`config.mk`:
```
export PLATFORM = sky130hd
export DESIGN_NAME = i2c_master_bit_sequencer_core_flat
export DESIGN_NICKNAME = d
export VERILOG_FILES = /design/src/sv/i2cms_pkg.sv /design/src/sv/i2cms_if.sv /design/src/sv/i2c_master_bit_sequencer_core.sv /design/src/flat_wrapper.sv
export SDC_FILE = /design/constraint.sdc
export NUM_CORES = 1
export LEC_CHECK = 0
export BUFFER_PORTS_ARGS = -buffer_cell sky130_fd_sc_hd__buf_4
export CAP_MARGIN = 20
export CORE_MARGIN = 5
export CORE_UTILIZATION = 38
export CTS_CLUSTER_SIZE = 30
export DETAILED_ROUTE_END_ITERATION = 12
export GPL_TIMING_DRIVEN = 0
export SLEW_MARGIN = 20
export SYNTH_ARGS = -nofsm -noshare
export SYNTH_HDL_FRONTEND = slang
export SYNTH_SLANG_ARGS = --single-unit
```
`constraint.sdc`:
```
create_clock -name clk -period 6.01 [get_ports clk]
set_input_delay 1.202 -clock clk [delete_from_list [all_inputs] [get_ports clk]]
set_output_delay 1.202 -clock clk [all_outputs]
set_load 0.01 [all_outputs]
```
`src/sv/i2cms_pkg.sv`:
```
`timescale 1ns / 1ps
`default_nettype none
// ----------------------------------------------------------------------------
// i2cms_pkg
// Types, codes and slot decode shared by the I2C master bit sequencer.
// ----------------------------------------------------------------------------
package i2cms_pkg;

    typedef logic [2:0]  op_t;
    typedef logic [7:0]  byte_t;
    typedef logic [15:0] delay_t;
    typedef logic [5:0]  slot_t;

    // Command codes carried in op; codes above CMD_READ act as tick only
    localparam op_t CMD_IDLE  = 3'd0;
    localparam op_t CMD_START = 3'd1;
    localparam op_t CMD_STOP  = 3'd2;
    localparam op_t CMD_WRITE = 3'd3;
    localparam op_t CMD_READ  = 3'd4;

    localparam delay_t DELAY_RESET = 16'd1;

    // Slot boundaries of the longer sequences
    localparam slot_t WR_BITS_END = 6'd40;
    localparam slot_t RD_FINISH   = 6'd36;

    // Pin action performed at the end of a delay slot
    typedef enum logic [3:0] {
        ACT_NONE,
        ACT_SDA_LOW,
        ACT_SDA_HIGH,
        ACT_SCL_LOW,
        ACT_SCL_HIGH,
        ACT_SDA_BIT,
        ACT_RELEASE,
        ACT_DRIVE,
        ACT_SAMPLE_ACK,
        ACT_SAMPLE_BIT,
        ACT_READ_FINISH
    } act_t;

    typedef struct packed {
        act_t act;
        logic last;
    } slot_dec_t;

    // One result item
    typedef struct packed {
        logic  scl_out;
        logic  sda_out;
        logic  sda_drive;
        logic  busy_res;
        logic  done_res;
        logic  nack;
        byte_t read_data;
        logic  rejected;
    } result_t;

    // Slot number modulo 5 for slots below 64: quotient by multiply-shift
    function automatic logic [2:0] slot_mod5(input slot_t slot);
        logic [9:0] prod;
        logic [3:0] quo;
        logic [5:0] rem;
        prod = {4'd0, slot} * 10'd13;
        quo  = prod[9:6];
        rem  = slot - {quo, 2'b00} - {2'b00, quo};
        return rem[2:0];
    endfunction

    // Action and end-of-command flag for slot of a running command
    function automatic slot_dec_t slot_decode(input op_t cmd, input slot_t slot);
        slot_dec_t  dec;
        logic [2:0] ph5;
        slot_t      rd_off;
        ph5    = slot_mod5(slot);
        rd_off = slot - 6'd1;
        dec.act  = ACT_NONE;
        dec.last = 1'b0;
        case (cmd)
            CMD_START:
            begin
                dec.last = (slot >= 6'd4);
                case (slot)
                    6'd1:    dec.act = ACT_SDA_LOW;
                    6'd3:    dec.act = ACT_SCL_LOW;
                    default: dec.act = ACT_NONE;
                endcase
            end
            CMD_STOP:
            begin
                dec.last = (slot >= 6'd3);
                case (slot)
                    6'd0:    dec.act = ACT_SCL_HIGH;
                    6'd1:    dec.act = ACT_SDA_HIGH;
                    default: dec.act = ACT_NONE;
                endcase
            end
            CMD_WRITE:
            begin
                if (slot < WR_BITS_END)
                begin
                    case (ph5)
                        3'd0:    dec.act = ACT_SDA_BIT;
                        3'd1:    dec.act = ACT_SCL_HIGH;
                        3'd2:    dec.act = ACT_SCL_LOW;
                        3'd3:    dec.act = ACT_SDA_LOW;
                        default: dec.act = ACT_NONE;
                    endcase
                end
                else
                begin
                    dec.last = (slot >= 6'd45);
                    case (slot)
                        6'd40:   dec.act = ACT_RELEASE;
                        6'd41:   dec.act = ACT_SCL_HIGH;
                        6'd42:   dec.act = ACT_SAMPLE_ACK;
                        6'd43:   dec.act = ACT_SCL_LOW;
                        6'd44:   dec.act = ACT_DRIVE;
                        default: dec.act = ACT_NONE;
                    endcase
                end
            end
            CMD_READ:
            begin
                if (slot == 6'd0)
                    dec.act = ACT_RELEASE;
                else if (slot == RD_FINISH)
                    dec.act = ACT_READ_FINISH;
                else if (slot < RD_FINISH)
                begin
                    case (rd_off[1:0])
                        2'd0:    dec.act = ACT_SCL_HIGH;
                        2'd1:    dec.act = ACT_SAMPLE_BIT;
                        2'd2:    dec.act = ACT_SCL_LOW;
                        default: dec.act = ACT_NONE;
                    endcase
                end
                else
                    dec.last = 1'b1;
            end
            default:
            begin
                dec.last = 1'b1;
            end
        endcase
        return dec;
    endfunction

endpackage : i2cms_pkg
`default_nettype wire

```
`src/sv/i2cms_if.sv`:
```
`timescale 1ns / 1ps
`default_nettype none
// ----------------------------------------------------------------------------
// i2cms_if
// Valid/ready channels of the sequencer: tick items, result items, config.
// ----------------------------------------------------------------------------

// Tick item channel
interface i2cms_cmd_if;
    logic             valid;
    logic             ready;
    i2cms_pkg::op_t   op;
    i2cms_pkg::byte_t data_byte;
    logic             sda_in;

    modport source (output valid, output op, output data_byte, output sda_in,
                    input ready);
    modport sink   (input valid, input op, input data_byte, input sda_in,
                    output ready);
endinterface : i2cms_cmd_if

// Result item channel
interface i2cms_res_if;
    logic             valid;
    logic             ready;
    logic             scl_out;
    logic             sda_out;
    logic             sda_drive;
    logic             busy_res;
    logic             done_res;
    logic             nack;
    i2cms_pkg::byte_t read_data;
    logic             rejected;

    modport source (output valid, output scl_out, output sda_out, output sda_drive,
                    output busy_res, output done_res, output nack, output read_data,
                    output rejected, input ready);
    modport sink   (input valid, input scl_out, input sda_out, input sda_drive,
                    input busy_res, input done_res, input nack, input read_data,
                    input rejected, output ready);
endinterface : i2cms_res_if

// Configuration write channel: delay_ticks
interface i2cms_cfg_if;
    logic              valid;
    logic              ready;
    i2cms_pkg::delay_t data;

    modport source (output valid, output data, input ready);
    modport sink   (input valid, input data, output ready);
endinterface : i2cms_cfg_if
`default_nettype wire

```
`src/sv/i2c_master_bit_sequencer_core.sv`:
```
`timescale 1ns / 1ps
`default_nettype none
// ----------------------------------------------------------------------------
// i2c_master_bit_sequencer_core
// I2C master pin sequencer: start, stop, write byte and read byte commands.
// ----------------------------------------------------------------------------
// Each tick item advances the bus sequencer by one tick and may start a
// command; the item yields one result item showing the pins and status after
// that tick. The block takes one item per clock cycle: the whole state update
// is one registered pass through the slot decoder and the tick counter, and
// the result register is reloaded whenever it is empty or being taken, so a
// new item is accepted in the same cycle a result leaves; the result shows
// valid in the next cycle. Each delay slot lasts delay_ticks ticks (zero
// counts as one); a start takes 5 slots, a stop 4, a write 46 and a
// read 38. A command arriving while one runs is ignored and flagged.
// ----------------------------------------------------------------------------
module i2c_master_bit_sequencer_core
(
    input  wire            clk,
    input  wire            rst_n,
    i2cms_cmd_if.sink      cmd,
    i2cms_res_if.source    res,
    i2cms_cfg_if.sink      cfg
);
    import i2cms_pkg::*;

    // Sequencer state
    delay_t    delay_reg;
    logic      scl_reg;
    logic      sda_reg;
    logic      sda_en_reg;
    op_t       cmd_reg;
    slot_t     slot_reg;
    logic [8:0] shifter_reg;
    delay_t    tick_reg;
    logic      ack_reg;
    byte_t     last_read_reg;

    logic      out_valid_reg;
    result_t   res_reg;

    // Next values
    logic      scl_next;
    logic      sda_next;
    logic      sda_en_next;
    op_t       cmd_next;
    slot_t     slot_next;
    logic [8:0] shifter_next;
    delay_t    tick_next;
    logic      ack_next;
    byte_t     last_read_next;
    result_t   res_next;

    logic      in_fire;
    logic      is_cmd;
    logic      rej;
    logic      done;
    delay_t    limit;
    logic [16:0] tick_sum;
    slot_dec_t dec;

    assign cfg.ready = 1'b1;
    assign cmd.ready = !out_valid_reg || res.ready;
    assign in_fire   = cmd.valid && cmd.ready;

    assign limit  = (delay_reg == '0) ? DELAY_RESET : delay_reg;
    assign is_cmd = (cmd.op != CMD_IDLE) && (cmd.op <= CMD_READ);

    // Delay register
    always_ff @(posedge clk or negedge rst_n)
    begin
        if (!rst_n)
            delay_reg <= DELAY_RESET;
        else if (cfg.valid)
            delay_reg <= cfg.data;
    end

    // One tick of the sequencer
    always_comb
    begin
        scl_next       = scl_reg;
        sda_next       = sda_reg;
        sda_en_next    = sda_en_reg;
        cmd_next       = cmd_reg;
        slot_next      = slot_reg;
        shifter_next   = shifter_reg;
        tick_next      = tick_reg;
        ack_next       = ack_reg;
        last_read_next = last_read_reg;
        rej            = 1'b0;
        done           = 1'b0;
        dec            = '{act: ACT_NONE, last: 1'b0};
        tick_sum       = '0;

        // command launch or rejection
        if (cmd_reg != CMD_IDLE)
            rej = is_cmd;
        else if (is_cmd)
        begin
            cmd_next     = cmd.op;
            slot_next    = '0;
            tick_next    = '0;
            shifter_next = (cmd.op == CMD_WRITE) ? {1'b0, cmd.data_byte} : 9'd0;
        end

        // tick count and end-of-slot action
        if (cmd_next != CMD_IDLE)
        begin
            tick_sum = {1'b0, tick_next} + 17'd1;
            if (tick_sum >= {1'b0, limit})
            begin
                dec       = slot_decode(cmd_next, slot_next);
                tick_next = '0;
                case (dec.act)
                    ACT_SDA_LOW:   sda_next = 1'b0;
                    ACT_SDA_HIGH:  sda_next = 1'b1;
                    ACT_SCL_LOW:   scl_next = 1'b0;
                    ACT_SCL_HIGH:  scl_next = 1'b1;
                    ACT_SDA_BIT:
                    begin
                        sda_next     = shifter_next[7];
                        shifter_next = {shifter_next[7:0], 1'b0};
                    end
                    ACT_RELEASE:    sda_en_next = 1'b0;
                    ACT_DRIVE:      sda_en_next = 1'b1;
                    ACT_SAMPLE_ACK: ack_next = cmd.sda_in;
                    ACT_SAMPLE_BIT: shifter_next = {shifter_next[7:0], cmd.sda_in};
                    ACT_READ_FINISH:
                    begin
                        sda_en_next    = 1'b1;
                        last_read_next = shifter_next[8:1];
                        ack_next       = shifter_next[0];
                    end
                    default: ;
                endcase
                if (dec.last)
                begin
                    cmd_next  = CMD_IDLE;
                    slot_next = '0;
                    done      = 1'b1;
                end
                else
                    slot_next = slot_next + 6'd1;
            end
            else
                tick_next = tick_sum[15:0];
        end

        res_next.scl_out   = scl_next;
        res_next.sda_out   = sda_next;
        res_next.sda_drive = sda_en_next;
        res_next.busy_res  = (cmd_next != CMD_IDLE);
        res_next.done_res  = done;
        res_next.nack      = ack_next;
        res_next.read_data = last_read_next;
        res_next.rejected  = rej;
    end

    // State update on each accepted tick item
    always_ff @(posedge clk or negedge rst_n)
    begin
        if (!rst_n)
        begin
            scl_reg       <= 1'b1;
            sda_reg       <= 1'b1;
            sda_en_reg    <= 1'b1;
            cmd_reg       <= CMD_IDLE;
            slot_reg      <= '0;
            shifter_reg   <= '0;
            tick_reg      <= '0;
            ack_reg       <= 1'b0;
            last_read_reg <= '0;
        end
        else if (in_fire)
        begin
            scl_reg       <= scl_next;
            sda_reg       <= sda_next;
            sda_en_reg    <= sda_en_next;
            cmd_reg       <= cmd_next;
            slot_reg      <= slot_next;
            shifter_reg   <= shifter_next;
            tick_reg      <= tick_next;
            ack_reg       <= ack_next;
            last_read_reg <= last_read_next;
        end
    end

    // Result register
    always_ff @(posedge clk or negedge rst_n)
    begin
        if (!rst_n)
            out_valid_reg <= 1'b0;
        else if (in_fire)
            out_valid_reg <= 1'b1;
        else if (res.ready)
            out_valid_reg <= 1'b0;
    end

    always_ff @(posedge clk)
    begin
        if (in_fire)
            res_reg <= res_next;
    end

    assign res.valid     = out_valid_reg;
    assign res.scl_out   = res_reg.scl_out;
    assign res.sda_out   = res_reg.sda_out;
    assign res.sda_drive = res_reg.sda_drive;
    assign res.busy_res  = res_reg.busy_res;
    assign res.done_res  = res_reg.done_res;
    assign res.nack      = res_reg.nack;
    assign res.read_data = res_reg.read_data;
    assign res.rejected  = res_reg.rejected;

`ifndef NO_ASSERTIONS
    // A command offered while busy shows up as rejected in the next result
    a_reject: assert property (@(posedge clk) disable iff (!rst_n)
        (in_fire && (cmd_reg != CMD_IDLE) && is_cmd) |=> res_reg.rejected)
        else $error("busy command not flagged as rejected");

    // A finished command leaves the sequencer idle
    a_done_idle: assert property (@(posedge clk) disable iff (!rst_n)
        (out_valid_reg && res_reg.done_res) |-> !res_reg.busy_res)
        else $error("done reported while still busy");

    // The tick counter never reaches the slot length while running
    a_tick_bound: assert property (@(posedge clk) disable iff (!rst_n)
        (cmd_reg != CMD_IDLE) |-> (tick_reg < limit))
        else $error("tick counter overran the delay slot");

    // Slot index stays inside the write and read slot lists (read ends one past finish), zero while idle
    a_slot_bound: assert property (@(posedge clk) disable iff (!rst_n)
        ((cmd_reg == CMD_WRITE) |-> (slot_reg <= 6'd45)) and
        ((cmd_reg == CMD_READ) |-> (slot_reg <= RD_FINISH + 6'd1)) and
        ((cmd_reg == CMD_IDLE) |-> (slot_reg == 6'd0)))
        else $error("slot index out of range");

    // No stall unless a result is waiting
    a_ready: assert property (@(posedge clk) disable iff (!rst_n)
        !out_valid_reg |-> cmd.ready)
        else $error("input stalled with empty result register");
`endif

endmodule : i2c_master_bit_sequencer_core
`default_nettype wire

```
`src/flat_wrapper.sv`:
```
// flat-port wrapper written by rule: the top's interface ports become plain ports
module i2c_master_bit_sequencer_core_flat import i2cms_pkg::*;
  (clk, rst_n, cmd_valid, cmd_op, cmd_data_byte, cmd_sda_in, cmd_ready, res_valid, res_scl_out, res_sda_out, res_sda_drive, res_busy_res, res_done_res, res_nack, res_read_data, res_rejected, res_ready, cfg_valid, cfg_data, cfg_ready);
  i2cms_cmd_if cmd_i ();
  i2cms_res_if res_i ();
  i2cms_cfg_if cfg_i ();
  input  wire clk;
  input  wire rst_n;
  input wire logic [$bits(cmd_i.valid)-1:0] cmd_valid;
  input wire logic [$bits(cmd_i.op)-1:0] cmd_op;
  input wire logic [$bits(cmd_i.data_byte)-1:0] cmd_data_byte;
  input wire logic [$bits(cmd_i.sda_in)-1:0] cmd_sda_in;
  output wire logic [$bits(cmd_i.ready)-1:0] cmd_ready;
  output wire logic [$bits(res_i.valid)-1:0] res_valid;
  output wire logic [$bits(res_i.scl_out)-1:0] res_scl_out;
  output wire logic [$bits(res_i.sda_out)-1:0] res_sda_out;
  output wire logic [$bits(res_i.sda_drive)-1:0] res_sda_drive;
  output wire logic [$bits(res_i.busy_res)-1:0] res_busy_res;
  output wire logic [$bits(res_i.done_res)-1:0] res_done_res;
  output wire logic [$bits(res_i.nack)-1:0] res_nack;
  output wire logic [$bits(res_i.read_data)-1:0] res_read_data;
  output wire logic [$bits(res_i.rejected)-1:0] res_rejected;
  input wire logic [$bits(res_i.ready)-1:0] res_ready;
  input wire logic [$bits(cfg_i.valid)-1:0] cfg_valid;
  input wire logic [$bits(cfg_i.data)-1:0] cfg_data;
  output wire logic [$bits(cfg_i.ready)-1:0] cfg_ready;
  assign cmd_i.valid = cmd_valid;
  assign cmd_i.op = cmd_op;
  assign cmd_i.data_byte = cmd_data_byte;
  assign cmd_i.sda_in = cmd_sda_in;
  assign cmd_ready = cmd_i.ready;
  assign res_valid = res_i.valid;
  assign res_scl_out = res_i.scl_out;
  assign res_sda_out = res_i.sda_out;
  assign res_sda_drive = res_i.sda_drive;
  assign res_busy_res = res_i.busy_res;
  assign res_done_res = res_i.done_res;
  assign res_nack = res_i.nack;
  assign res_read_data = res_i.read_data;
  assign res_rejected = res_i.rejected;
  assign res_i.ready = res_ready;
  assign cfg_i.valid = cfg_valid;
  assign cfg_i.data = cfg_data;
  assign cfg_ready = cfg_i.ready;
  i2c_master_bit_sequencer_core u_core (.clk(clk), .rst_n(rst_n), .cmd(cmd_i), .res(res_i), .cfg(cfg_i));
endmodule
```
* Word level (Yosys, flattened, before mapping) *
Index checks and enable logic that the tools add are counted.
W data, S select, Z words.

storage, ports and cells
  ROM bits = 0
  input port bits = 33
  flip-flop bits (word level) = 78
  RAM bits = 0
  memories = 0
  bits in latches = 0

cells by class
  bitwise gates (word level) = 0
  divide/modulo/power cells = 0
  multiply operators = 1
  shifts and indexed selects = 0
  order comparisons = 7
  add/subtract/negate cells = 5
  reduce and logical (&&, ||, !) cells = 15
  eq/ne operators = 28
  multiplexer cells = 58

operators with widths
  cell                     count
  $mux W16                 5
  $eq A6 B6 Y1 const B     6
  $mux W9                  4
  $mux W8                  4
  $mux W6                  5
  $mux W4                  6
  $pmux W4 S5              1
  $pmux W9 S2              1
  $add A16 B1 Y17 const B  1
  $ge A17 B16 Y1           1
  $mux W1                  17
  $eq A4 B3 Y1 const B     4
  $logic_not A16 Y1        1
  $pmux W4 S4              1
  $eq A3 B2 Y1 const B     5
  $mux W3                  5
  $eq A4 B4 Y1 const B     3
  $lt A6 B6 Y1 const B     2
  $pmux W3 S4              1
  $pmux W4 S3              1
  $reduce_bool A3 Y1       4
  $mul A6 B4 Y9 const B    1
  $eq A4 B2 Y1 const B     2
  $add A6 B1 Y6 const B    1
  27 further kinds         32

* Logic depth before layout (Yosys ltp) *
  depth in word-level cells = 18
  mapped depth = 28
  gate-level depth less buffers = 25

* Least setup slack after synthesis *
No wires, ideal clock.

  path kind = input -> register
  start = input port cmd_op[0]
  end = register u_core.shifter_reg[8]
  slack = -0.924 ns
  arrival = 6.808 ns
  stages = 27
  buffers on the path = 4
  cell sequence = buf_6 or3_4 nand3_4 buf_1 clkbuf_1 and2_1 ha_1 xnor2_1 ha_1 o21bai_1 ha_1 a21o_1 a41o_1 o21ai_4 inv_1 a21oi_1 xnor2_1 fa_1 xor2_1 xnor2_1 xnor2_1 nand3_1 and2_4 a21o_1 or4_1 buf_4 a221o_1

on the way
  cells in the longest elaborated chain, start to end = 17

RTL lines
  element                                                    line                                  text
  start, declared                                            flat_wrapper.sv:10                    input wire logic [$bits(cmd_i.op)-1:0] cmd_op;
  $le A3 B3 Y1 / $reduce_bool A3 Y1 (equally long branches)  i2c_master_bit_sequencer_core.sv:67   assign is_cmd = (cmd.op != CMD_IDLE) && (cmd.op <= CMD_READ);
  $logic_and A1 B1 Y1                                        i2c_master_bit_sequencer_core.sv:67
  $mux W6                                                    i2c_master_bit_sequencer_core.sv:98   else if (is_cmd)
  $mux W6                                                    i2c_master_bit_sequencer_core.sv:96   if (cmd_reg != CMD_IDLE)
  $mul A6 B4 Y9 / $sub A2 B1 Y2 (equally long branches)      i2cms_pkg.sv:64, i2cms_pkg.sv:76
  $sub A3 B3 Y3 (tied with other cells)                      i2cms_pkg.sv:66                       rem = slot - {quo, 2'b00} - {2'b00, quo};
  $sub A3 B3 Y3 / $pmux W4 S3 (equally long branches)        i2cms_pkg.sv:66, i2cms_pkg.sv:131
  $eq A3 B2 Y1 (tied with other cells)                       i2cms_pkg.sv:102                      case (ph5)
  $pmux W3 S4 / $mux W4 (equally long branches)              i2cms_pkg.sv:102, i2cms_pkg.sv:127
  $mux W4 (on tied branches)                                 i2cms_pkg.sv:100, i2cms_pkg.sv:125
  $pmux W4 S4                                                i2cms_pkg.sv:79                       case (cmd)
  $mux W4                                                    i2c_master_bit_sequencer_core.sv:110  if (tick_sum >= {1'b0, limit})
  $mux W4                                                    i2c_master_bit_sequencer_core.sv:107  if (cmd_next != CMD_IDLE)
  $eq A4 B4 Y1 / $eq A4 B3 Y1 (equally long branches)        i2c_master_bit_sequencer_core.sv:114  case (dec.act)
  $pmux W9 S2                                                i2c_master_bit_sequencer_core.sv:114
  $mux W9                                                    i2c_master_bit_sequencer_core.sv:110
  $mux W9 (*)                                                i2c_master_bit_sequencer_core.sv:107
  end signal, assigned                                       i2c_master_bit_sequencer_core.sv:181  shifter_reg <= shifter_next;
  end, declared                                              i2c_master_bit_sequencer_core.sv:34   logic [8:0] shifter_reg;

Every way passes the cells marked *; elsewhere a longest branch is shown, timed or not. The select of a mux whose other input is x is not followed.
A chain may end at the register's enable or synchronous reset.

* Worst setup path in the final report *
  start = input port cmd_op[1]
  end = register u_core.shifter_reg[8]

The elaborated chain is that of the path after synthesis.

==> results by group <==
Placement
  – # port buffers: 48
  – Routability cong.: 0.8867
  – Placed cells: 794
  – Placed Area: 5874 um^2
  – Post-detail-place hpwl: 9875 um

Yosys
  – Post-Synth Simple-Gate Area: 17.30%
  – Seq/Total Area, Yosys: 39.01%
  – Synth cell types: 67
  – Xor-xnor portion of the synthesized cell area: 4.036%
  – Top-count cell post-synth: nand2_1
  – Synth Cell Area: 5209 um^2
  – Synth top area share: 28.34%
  – Post-synth EDFFs: 15
  – Synth area leaders: dfrtp_1 (28%), edfxtp_1 (8.6%), ha_1 (8.4%)
  – Yosys top cell by area: dfrtp_1
  – Share of synthesized registers carrying an async set or reset: 80.77%
  – Synth warn: 0
  – Largest family of logic cells by synthesized area: compound AO/OA/AOI/OAI gates
  – Post-Synth Adder-Cell Area: 9.176%
  – Average size of a mapped cell: 9.138 um^2
  – Synth top cells by count: nand2_1 (74), dfrtp_1 (59), o21ai_0 (51)
  – Top FF cell, synth: dfrtp_1
  – Mapped Nets: 640
  – Post-synthesis mux area share: 5.813%
  – Compound-gate portion of the synthesized area: 19.67%
  – #FFs+latches synth: 78
  – Post-Syn Instances: 570

Critical path
  – Crit. Startpoint: cmd_op[1]
  – Number of gates on the worst path with buffers counted: 27
  – Slowest-stage cell, CP: or4_4
  – CP Launch Type: input port
  – Crit Path Max Fanout: 6
  – Max incr delay on CP: 0.45 ns
  – Crit Path Class: input port to flop
  – Reg2reg start: u_core.cmd_reg[2]
  – Reg-to-Reg End: u_core.shifter_reg[8]
  – R2R setup slack: 0.36 ns
  – Worst setup EP type: flop
  – CP Data Required Time: 6.22 ns
  – CP top delay family: simple AND/OR/NAND/NOR gates
  – Buffers & Inverters on Critical Path: 5
  – Worst path arrival time: 6.27 ns
  – CP Capture Point: u_core.shifter_reg[8]
  – Reg2Reg Depth: 27

Floorplanning
  – Die W: 127.1 um
  – Die ar.: 16150 um^2
  – IO Pins: 51
  – Die height: 127.1 um
  – Initial Util: 39.02%
  – # rows: 42
  – Core ar.: 13350 um^2

GRT
  – Initial antenna violation count: 0
  – Vias in the first global route: 4517
  – First-pass GRT wire length: 22410 um
  – GRT Residual Overflow: 0
  – Overall Global Routing Usage: 16.98%
  – Largest net degree at the start of global routing: 64

STA
  – Worst relative slew slack: 43.06%
  – Slew @ Worst Pin: 0.8541 ns
  – Fin crit share: 100.7%
  – RSZ-0062 raised after global routing: true
  – Worst hold slack: 0.4871 ns
  – Slew Limit Fails: 0
  – Layout Skew: 0.008652 ns
  – Fmax: 165.2 MHz
  – Final setup TNS: -0.08805 ns
  – Fin worst setup slack: -0.04332 ns
  – Fin. Hold Viols: 0
  – Min Clock Period, post-route: 6.053 ns
  – # setup viols final: 5

Finish
  – Share of cells above drive strength 1: 23.52%
  – Final nets: 724
  – Layout area overhead: 25.51%
  – Ant diodes: 0
  – Fin area: 6538 um^2
  – Finished Layout Cells: 835

Routing
  – Routed vias: 4552
  – DRT iter0 DRCs: 309
  – Routed WL per cell: 16.31 um
  – Router iterations before antenna repair: 5
  – Vias/cell: 5.451
  – DRC: 0
  – Antenna-violating nets left: 0
  – WL final: 13620 um

Power and ir drop
  – Pwr per Cell Area: 313.4 nW/um^2
  – P_leak: 0.002991 uW
  – Total power: 2049 uW
  – Worst vdd ir: 0.0001309 V

CTS
  – CTS buffer count: 9
  – Clk root buf: clkbuf_16
  – Clock sink count: 78
  – Maximum level of the CTS H-tree: 3
  – Clock slew at reported path FFs: 0.06 ns
  – Worst skew pair latency: 0.34 ns
  – Worst-case clock buffer depth: 2
  – TritonCTS clock tree: done

Min path
  – Hold Path Class: flop to flop

Outcome
  – Outcome: complete, but fails checks
  – Failing checks: negative setup slack

Flow run
  – Max_cap viols: 0
[placed cells by master (no fill, tap or decap), types with 15 or more instances in the layout]
cell type,count
dfrtp_1,59
clkbuf_1,16
a21oi_1,24
ha_1,33
inv_1,33
nand2_1,70
o21ai_0,44
buf_4,68
nand3_1,16
nor2_1,39
edfxtp_1,15
[how the worst min path moves through the flow]
| stage | end | from | cells after the start |
|---|---|---|---|
| floorplan | u_core.slot_reg[4] | u_core.slot_reg[4] | 1 |
| global placement | u_core.shifter_reg[2] | u_core.shifter_reg[2] | 2 |
| detailed placement | u_core.shifter_reg[1] | u_core.shifter_reg[1] | 2 |
| CTS | u_core.shifter_reg[1] | u_core.shifter_reg[1] | 2 |
| global route | u_core.slot_reg[5] | u_core.slot_reg[5] | 1 |
| finish | u_core.shifter_reg[1] | u_core.shifter_reg[1] | 2 |
[metal layers]
metal	up-vias	wire, um	global-route usage, %
li1	2217	-	-
met1	2216	6307	22.37
met2	101	6504	27.96
met3	18	601	3.923
met4	0	206	5.047
met5	-	0	0
[cell families (layout without fill, tap and decap cells)]
logic type               count (synthesis)  count (layout)
other                                    1               1
AND/OR/NAND/NOR                        188             188
flip-flops                              78              78
adder cells (fa/ha/maj)                 37              37
multiplexers                            28              28
buffers and inverters                   61             150
AO/OA/AOI/OAI                          153             153
XOR/XNOR                                24              24
[tightest hold or removal path: stages, from the launching register on]
cell and delay [ns]:
dfrtp_1 0.34, nand2_1 0.05, o21ai_1 0.06
[timing repair]
action / 4_1_cts / 5_1_grt
endpoints found under the setup margin: 33 / 30
hold buffers: 0 / 0
pin swaps: 12 / 12
cloned: 1 / 1
buffers inserted: 16 / 9
resized for setup: 19 / 20
[report_power, final]
part	switching (uW)	internal (uW)	leakage, uW	total (uW)
sequential	68.5	624	0.000954	692
clock	224	324	0.000135	547
combinational	477	332	0.00190	809
[stage by stage]
stage	worst slack [ns]	util, %
6_report	-0.04332	48.98
5_1_grt	-0.2298	48.98
4_1_cts	-0.1012	47.80
3_5_place_dp	-1.240	44.01
3_3_place_gp	-1.058	44.00
2_1_floorplan	-0.2998	-
[cell type report]
class / count / area (um^2)
buffer: 25 / 181.4
clock buffer: 10 / 229.0
clock inverter: 6 / 70.07
fill: 1262 / 6810
inverter: 35 / 133.9
multi-input combinational: 431 / 3078
sequential: 78 / 2032
tap: 176 / 220.2
timing repair buffer: 74 / 593.1
Note: power is estimated with default switching activity, not from simulation.
